## config.mk

```make
export PLATFORM = sky130hd
export DESIGN_NAME = escaped_frame_receiver_crc8
export DESIGN_NICKNAME = d
export VERILOG_FILES = /design/src/sv/efr_pkg.sv /design/src/sv/efr_step.sv /design/src/sv/escaped_frame_receiver_crc8.sv
export SDC_FILE = /design/constraint.sdc
export NUM_CORES = 1
export LEC_CHECK = 0
export BUFFER_PORTS_ARGS = -buffer_cell sky130_fd_sc_hd__clkbuf_2
export CORE_UTILIZATION = 45
export CTS_BUF_LIST = sky130_fd_sc_hd__clkbuf_4
export DETAILED_ROUTE_END_ITERATION = 7
export PLACE_DENSITY_LB_ADDON = 0.05
export SYNTH_ARGS = -nofsm -noshare
export SYNTH_HDL_FRONTEND = slang
export SYNTH_SLANG_ARGS = --single-unit
```

## constraint.sdc

```tcl
create_clock -name i_clk -period 7.05 [get_ports i_clk]
set_clock_uncertainty 0.05 [all_clocks]
set_input_delay 1.7625 -clock i_clk [delete_from_list [all_inputs] [get_ports i_clk]]
set_output_delay 1.7625 -clock i_clk [all_outputs]
set_load 0.1 [all_outputs]
```

## src/sv/efr_pkg.sv

```systemverilog
// shared types, codes and the crc-8 byte step of the escaped frame receiver
package efr_pkg;

    localparam logic [7:0] FLAG_BYTE = 8'h7E;
    localparam logic [7:0] ESC_BYTE  = 8'h7D;
    localparam logic [7:0] ESC_MASK  = 8'h20;
    localparam logic [7:0] CRC_GOOD  = 8'h00;
    localparam logic [7:0] CRC_POLY  = 8'h07;

    localparam logic [2:0] PH_HUNT     = 3'd0;
    localparam logic [2:0] PH_IDLE     = 3'd1;
    localparam logic [2:0] PH_IDLE_ESC = 3'd2;
    localparam logic [2:0] PH_MSG      = 3'd3;
    localparam logic [2:0] PH_MSG_ESC  = 3'd4;
    localparam logic [2:0] PH_END      = 3'd5;

    localparam logic [1:0] EV_START  = 2'd0;
    localparam logic [1:0] EV_BODY   = 2'd1;
    localparam logic [1:0] EV_COMMIT = 2'd2;
    localparam logic [1:0] EV_ABORT  = 2'd3;

    typedef struct packed {
        logic [2:0] phase;
        logic       address;
        logic [6:0] left;
        logic [7:0] crc;
    } t_rx_state;

    typedef struct packed {
        logic [1:0] kind;
        logic       address;
        logic [6:0] length;
        logic [7:0] data;
    } t_event;

    function automatic logic [7:0] crc8_step(input logic [7:0] crc, input logic [7:0] data);
        logic [7:0] c;
        c = crc ^ data;
        for (int i = 0; i < 8; i++) begin
            c = c[7] ? ((c << 1) ^ CRC_POLY) : (c << 1);
        end
        return c;
    endfunction

endpackage

```

## src/sv/efr_step.sv

```systemverilog
// next-state and event logic for one received byte
module efr_step #(
    parameter int ADDRESS_BITS = 1
) (
    input  efr_pkg::t_rx_state i_state,
    input  logic [7:0]         i_rx_byte,
    input  logic               i_line_error,
    input  logic               i_sink_has_room,
    input  logic [1:0]         i_address_enable,
    output efr_pkg::t_rx_state o_state,
    output logic               o_has_event,
    output efr_pkg::t_event    o_event
);
    import efr_pkg::*;

    localparam int LEN_BITS = 8 - ADDRESS_BITS;

    logic [7:0]              unesc;
    logic [7:0]              hdr_src;
    logic [7:0]              body_src;
    logic [ADDRESS_BITS-1:0] hdr_addr;
    logic                    hdr_ok;
    logic [6:0]              hdr_len;
    logic [7:0]              hdr_crc;
    logic [7:0]              body_crc;
    logic                    is_flag;
    logic                    is_esc;

    assign unesc    = i_rx_byte ^ ESC_MASK;
    assign hdr_src  = (i_state.phase == PH_IDLE_ESC) ? unesc : i_rx_byte;
    assign body_src = (i_state.phase == PH_MSG_ESC) ? unesc : i_rx_byte;
    assign hdr_addr = hdr_src[7:LEN_BITS];
    assign hdr_ok   = ((hdr_addr >> 1) == '0) && i_address_enable[hdr_addr[0]]
                      && i_sink_has_room;
    assign hdr_len  = 7'(hdr_src[LEN_BITS-1:0]);
    assign hdr_crc  = crc8_step(8'h00, hdr_src);
    assign body_crc = crc8_step(i_state.crc, body_src);
    assign is_flag  = (i_rx_byte == FLAG_BYTE);
    assign is_esc   = (i_rx_byte == ESC_BYTE);

    always_comb begin
        o_state        = i_state;
        o_has_event    = 1'b0;
        o_event.kind   = EV_START;
        o_event.length = 7'd0;
        o_event.data   = 8'd0;
        case (i_state.phase)
            PH_IDLE, PH_IDLE_ESC: begin
                if (i_line_error || (i_state.phase == PH_IDLE_ESC && is_esc)) begin
                    o_state.phase = PH_HUNT;
                end else if (is_flag) begin
                    o_state.phase = PH_IDLE;
                end else if (i_state.phase == PH_IDLE && is_esc) begin
                    o_state.phase = PH_IDLE_ESC;
                end else if (!hdr_ok) begin
                    o_state.phase = PH_HUNT;
                end else begin
                    o_state.phase   = PH_MSG;
                    o_state.address = hdr_addr[0];
                    o_state.left    = hdr_len;
                    o_state.crc     = hdr_crc;
                    o_has_event     = 1'b1;
                    o_event.kind    = EV_START;
                    o_event.length  = hdr_len;
                end
            end
            PH_MSG, PH_MSG_ESC: begin
                if (i_line_error || (i_state.phase == PH_MSG_ESC && is_esc)) begin
                    o_state.phase = PH_HUNT;
                    o_has_event   = 1'b1;
                    o_event.kind  = EV_ABORT;
                end else if (is_flag) begin
                    o_state.phase = PH_IDLE;
                    o_has_event   = 1'b1;
                    o_event.kind  = EV_ABORT;
                end else if (i_state.phase == PH_MSG && is_esc) begin
                    o_state.phase = PH_MSG_ESC;
                end else begin
                    o_state.crc = body_crc;
                    if (i_state.left == 7'd0) begin
                        o_state.phase = PH_END;
                    end else begin
                        o_state.phase = PH_MSG;
                        o_state.left  = i_state.left - 7'd1;
                        o_has_event   = 1'b1;
                        o_event.kind  = EV_BODY;
                        o_event.data  = body_src;
                    end
                end
            end
            PH_END: begin
                o_has_event = 1'b1;
                if (i_line_error || !is_flag) begin
                    o_state.phase = PH_HUNT;
                    o_event.kind  = EV_ABORT;
                end else begin
                    o_state.phase = PH_IDLE;
                    o_event.kind  = (i_state.crc == CRC_GOOD) ? EV_COMMIT : EV_ABORT;
                end
            end
            default: begin
                o_state.phase = (!i_line_error && is_flag) ? PH_IDLE : PH_HUNT;
            end
        endcase
        o_event.address = o_state.address;
    end

endmodule

```

## src/sv/escaped_frame_receiver_crc8.sv

```systemverilog
// top level of the escaped frame receiver with crc-8 check
//
// usage:
//   input channel: one raw line byte per request with its line error flag
//   and the sink room flag, taken when i_in_valid is high and o_in_stall low.
//   output channel: one event per request (frame start, body byte, commit,
//   abort), taken when o_out_valid is high and i_out_stall low.
//   config channel: i_cfg_address_enable is written when i_cfg_valid and
//   o_cfg_ready are high; o_cfg_ready is always high. write only while idle.
// path: a taken byte goes into the input register, then the state update and
//   crc-8 step write its event into the output register.
// throughput: one byte per cycle unless the input stalls; the frame state and one
//   crc byte step are combinational, so bytes may arrive back to back.
// reset: the receiver hunts for a flag, all addresses are enabled and both
//   registers are empty.
// stall: a held event keeps its value; bytes that make no event still pass,
//   and the input stalls once a byte with an event finds the output full.
module escaped_frame_receiver_crc8 #(
    parameter int ADDRESS_BITS = 1
) (
    input  logic       i_clk,
    input  logic       i_rst_n,
    input  logic       i_in_valid,
    output logic       o_in_stall,
    input  logic [7:0] i_rx_byte,
    input  logic       i_line_error,
    input  logic       i_sink_has_room,
    output logic       o_out_valid,
    input  logic       i_out_stall,
    output logic [1:0] o_event_kind,
    output logic       o_frame_address,
    output logic [6:0] o_frame_length,
    output logic [7:0] o_body_data,
    input  logic       i_cfg_valid,
    output logic       o_cfg_ready,
    input  logic [1:0] i_cfg_address_enable
);
    import efr_pkg::*;

    logic       r_in_valid;
    logic [7:0] r_in_byte;
    logic       r_in_error;
    logic       r_in_room;
    t_rx_state  r_state;
    logic [1:0] r_enable;
    logic       r_out_valid;
    t_event     r_out;

    t_rx_state  n_state;
    logic       has_event;
    t_event     n_out;
    logic       advance;
    logic       in_take;

    efr_step #(
        .ADDRESS_BITS(ADDRESS_BITS)
    ) u_step (
        .i_state         (r_state),
        .i_rx_byte       (r_in_byte),
        .i_line_error    (r_in_error),
        .i_sink_has_room (r_in_room),
        .i_address_enable(r_enable),
        .o_state         (n_state),
        .o_has_event     (has_event),
        .o_event         (n_out)
    );

    assign advance    = r_in_valid && (!has_event || !r_out_valid || !i_out_stall);
    assign o_in_stall = r_in_valid && !advance;
    assign in_take    = i_in_valid && !o_in_stall;
    assign o_cfg_ready = 1'b1;

    always_ff @(posedge i_clk) begin
        if (!i_rst_n) begin
            r_in_valid <= 1'b0;
        end else if (in_take) begin
            r_in_valid <= 1'b1;
        end else if (advance) begin
            r_in_valid <= 1'b0;
        end
    end

    always_ff @(posedge i_clk) begin
        if (in_take) begin
            r_in_byte  <= i_rx_byte;
            r_in_error <= i_line_error;
            r_in_room  <= i_sink_has_room;
        end
    end

    always_ff @(posedge i_clk) begin
        if (!i_rst_n) begin
            r_state.phase   <= PH_HUNT;
            r_state.address <= 1'b0;
            r_state.left    <= 7'd0;
            r_state.crc     <= 8'd0;
        end else if (advance) begin
            r_state <= n_state;
        end
    end

    always_ff @(posedge i_clk) begin
        if (!i_rst_n) begin
            r_enable <= 2'b11;
        end else if (i_cfg_valid && o_cfg_ready) begin
            r_enable <= i_cfg_address_enable;
        end
    end

    always_ff @(posedge i_clk) begin
        if (!i_rst_n) begin
            r_out_valid <= 1'b0;
        end else begin
            if (r_out_valid && !i_out_stall) begin
                r_out_valid <= 1'b0;
            end
            if (advance && has_event) begin
                r_out_valid <= 1'b1;
            end
        end
    end

    always_ff @(posedge i_clk) begin
        if (advance && has_event) begin
            r_out <= n_out;
        end
    end

    assign o_out_valid     = r_out_valid;
    assign o_event_kind    = r_out.kind;
    assign o_frame_address = r_out.address;
    assign o_frame_length  = r_out.length;
    assign o_body_data     = r_out.data;

endmodule

```

==> flow_metrics.tcl <==
set metrics [dict create \
    floorplan.initialDensity_pct 47.2 \
    synthCells 289 \
    cp.buffers_inverters 1 \
    critPathLaunch "r_in_byte[2]$_DFFE_PP_" \
    ctsResizeCount 0 \
    cpPeakStageDelay_ps 610 \
    tightest_slew_ps 983 \
    syn_avg_cell_area_um2 10.6 \
    reg2reg_slack_ps 3900 \
    drtAntennaViolNets 0 \
    drt-pass1-iter-count 8 \
    drt_first_iter_violations 223 \
    synth_edf_count 28 \
    clk_pin_slew_ps 150 \
    cts_setup_buffers 0 \
    crit_cells 7 \
    peakVddDrop_mv 0.0689 \
    crit_fanout 7 \
    rsz0062_at_grt "false" \
    htreeDepth 2 \
    yosysTopAreaCellShare_pct 27.6 \
    via_per_inst 5.80 \
    fp.coreArea_um2 6460 \
    max_freq_mhz 217 \
    crit_type "reg -> out" \
    syn-num-nets 309 \
    crit_chain "ha_1 > nand4_2 > o21bai_2 > o21ba_4 > o21ai_1 > and4_1 > clkbuf_2" \
    crit_end "o_in_stall" \
    slew_headroom_pct 34.3 \
    cpLargestDelayFamily "compound AO/OA/AOI/OAI gates" \
    critical_path_arrival_ps 2790 \
    grt_start_max_net_pins 22 \
    finalWirelength_mm 7.08 \
    crit_path_start_kind "flip-flop" \
    pin_count 38 \
    area_growth_pct 8.29 \
    yosysMostFrequentCell "edfxtp_1" \
    final.setup.tns_ps 0 \
    yosys_most_used_dff "edfxtp_1" \
    maxSlewViolCount 0 \
    gp_congestion 0.847 \
    violations "DRC" \
    wl_per_cell_um 18.0 \
    yosys.area.top_type "edfxtp_1" \
    clk_path_buf_depth 2 \
    io_buffers 36 \
    die_w_um 84.3 \
    grtUsageTotal_pct 21.0 \
    ys_seq_area_share_pct 42.7 \
    std_cell_rows 29 \
    dp_hpwl_mm 5.05 \
    antenna_found_initial 0 \
    cp_slowest_cell "edfxtp_1" \
    setup_viol 0 \
    period_needed_ps 4600 \
    nFillCells 608 \
    worstRegToRegCells 5 \
    leakagePower_nw 1.20 \
    p_per_area_nw_per_um2 194 \
    synth_area_leaders "edfxtp_1, dfxtp_1, xnor2_1" \
    yosysWarnings 0 \
    synth_async_sr_flop_share_pct 0 \
    drcViolationCount 3 \
    die_h_um 84.3 \
    min_path_type "reg -> reg" \
    fin_nets 336 \
    grt_pass1_vias 2211 \
    cts.sinks 51 \
    overflow 0 \
    die_area_um2 7110 \
    maxCapViolCount 0 \
    synth_cell_types 70 \
    setup.worst_path.end_class "output port" \
    drive_gt1_share_pct 22.7 \
    ys_seq_elements 51 \
    insertion_delay_ps 370 \
    cts_buffers 5 \
    status "finished with violations" \
    hold_violations 0 \
    grt_pass1_wl_mm 11.7 \
    timing.hold.ws_ps 450 \
    clock-root-buffer "clkbuf_4" \
    multiInputGateArea_um2 1600 \
    synth_common_cells "edfxtp_1, xnor2_1, nand2_1" \
    via_count 2285 \
    ctsHoldBuffers 0 \
    r2r-end "r_in_byte[2]$_DFFE_PP_" \
    required_ps 5240 \
    fin_crit_sh_pct 65.3 \
    synth_area_um2 3050 \
    cts_tree "done" \
    seq_area_um2 1300 \
    antennaDiodeCount 0 \
    timing.rr.start "r_state[17]$_SDFFE_PN0P_" \
]
==> flip-flops by register name, summed over array words and instances, names as in the netlist <==
name	cells
o_body_data	8
o_out_valid	1
r_enable	2
r_in_room	1
r_in_valid	1
o_frame_length	7
r_state	19
o_event_kind	2
o_frame_address	1
r_in_byte	8
r_in_error	1
==> report_power, final <==
group	switching (mW)	internal [mW]	total, mW
clock	0.0980	0.0750	0.173
combinational	0.0709	0.0568	0.128
sequential	0.0181	0.322	0.340
==> layout by cell type (no fill, tap or decap), types with 4 or more instances in the layout <==
cell | Yosys | final
clkbuf_2 | 2 | 36
edfxtp_1 | 28 | 28
xnor2_1 | 27 | 27
nand2_1 | 24 | 24
dfxtp_1 | 23 | 23
a21oi_1 | 17 | 17
nor2_1 | 12 | 12
nor3_1 | 12 | 12
and2_1 | 8 | 8
inv_1 | 7 | 7
xor2_1 | 7 | 7
a22oi_1 | 7 | 7
a211oi_1 | 6 | 6
and3_2 | 6 | 6
nor4_1 | 5 | 5
clkbuf_4 | 0 | 5
and4_1 | 4 | 4
xnor3_1 | 4 | 4
==> worst min-delay path, stage by stage (launching register included) <==
cell and delay, ps:
dfxtp_1 360, mux2i_1 60, nand2_1 60
==> routing by layer <==
metal  vias to the layer above  track usage (%)  wire length (um)
met1                      1091             27.6              3260
li1                       1121                -                 -
met2                        65             36.3              3350
met3                         8             3.24               363
met5                         -                0                 0
met4                         0             5.55               116
==> worst min-delay path by stage <==
stage	start	endpoint	slack, ps	depth (start not counted)
2_1_floorplan	r_state[15]$_SDFFE_PN0P_	r_state[15]$_SDFFE_PN0P_	380	2
6_report	r_enable[1]$_SDFFE_PN1P_	r_enable[1]$_SDFFE_PN1P_	450	2
5_1_grt	r_state[15]$_SDFFE_PN0P_	r_state[15]$_SDFFE_PN0P_	480	2
3_5_place_dp	r_enable[1]$_SDFFE_PN1P_	r_enable[1]$_SDFFE_PN1P_	420	2
3_3_place_gp	r_enable[0]$_SDFFE_PN1P_	r_enable[0]$_SDFFE_PN1P_	420	2
4_1_cts	r_enable[1]$_SDFFE_PN1P_	r_enable[1]$_SDFFE_PN1P_	450	2
==> metrics by stage <==
stage	area (um2)	util (%)	instances	setup WS (ps)	total power [mW]
floorplan	3050	-	289	2640	0.449
CTS	3300	51.1	394	2440	0.643
global route	3300	51.1	394	2260	0.667
global placement	3220	49.9	386	2690	0.473
finish	3300	51.1	394	2450	0.640
detailed placement	3220	49.9	386	2680	0.473
==> layout make-up <==
type	count	share of cell area (%)
Inverter	7	0.795
Clock inverter	3	1.29
Sequential cell	51	39.4
Tap cell	77	2.92
Timing Repair Buffer	38	5.91
Clock buffer	5	1.14
Multi-Input combinational cell	213	48.6
==> logic make-up after synthesis <==
kind of cell / count (synthesis) / share of synthesized area (%)
other: 1 / 0.123
AO/OA/AOI/OAI: 68 / 17.6
buffers and inverters: 25 / 4.76
flip-flops: 51 / 42.7
AND/OR/NAND/NOR: 97 / 18.7
XOR/XNOR: 38 / 12.7
multiplexers: 6 / 2.21
adder cells (fa/ha/maj): 3 / 1.23
Power figures use the tool's default switching activity.
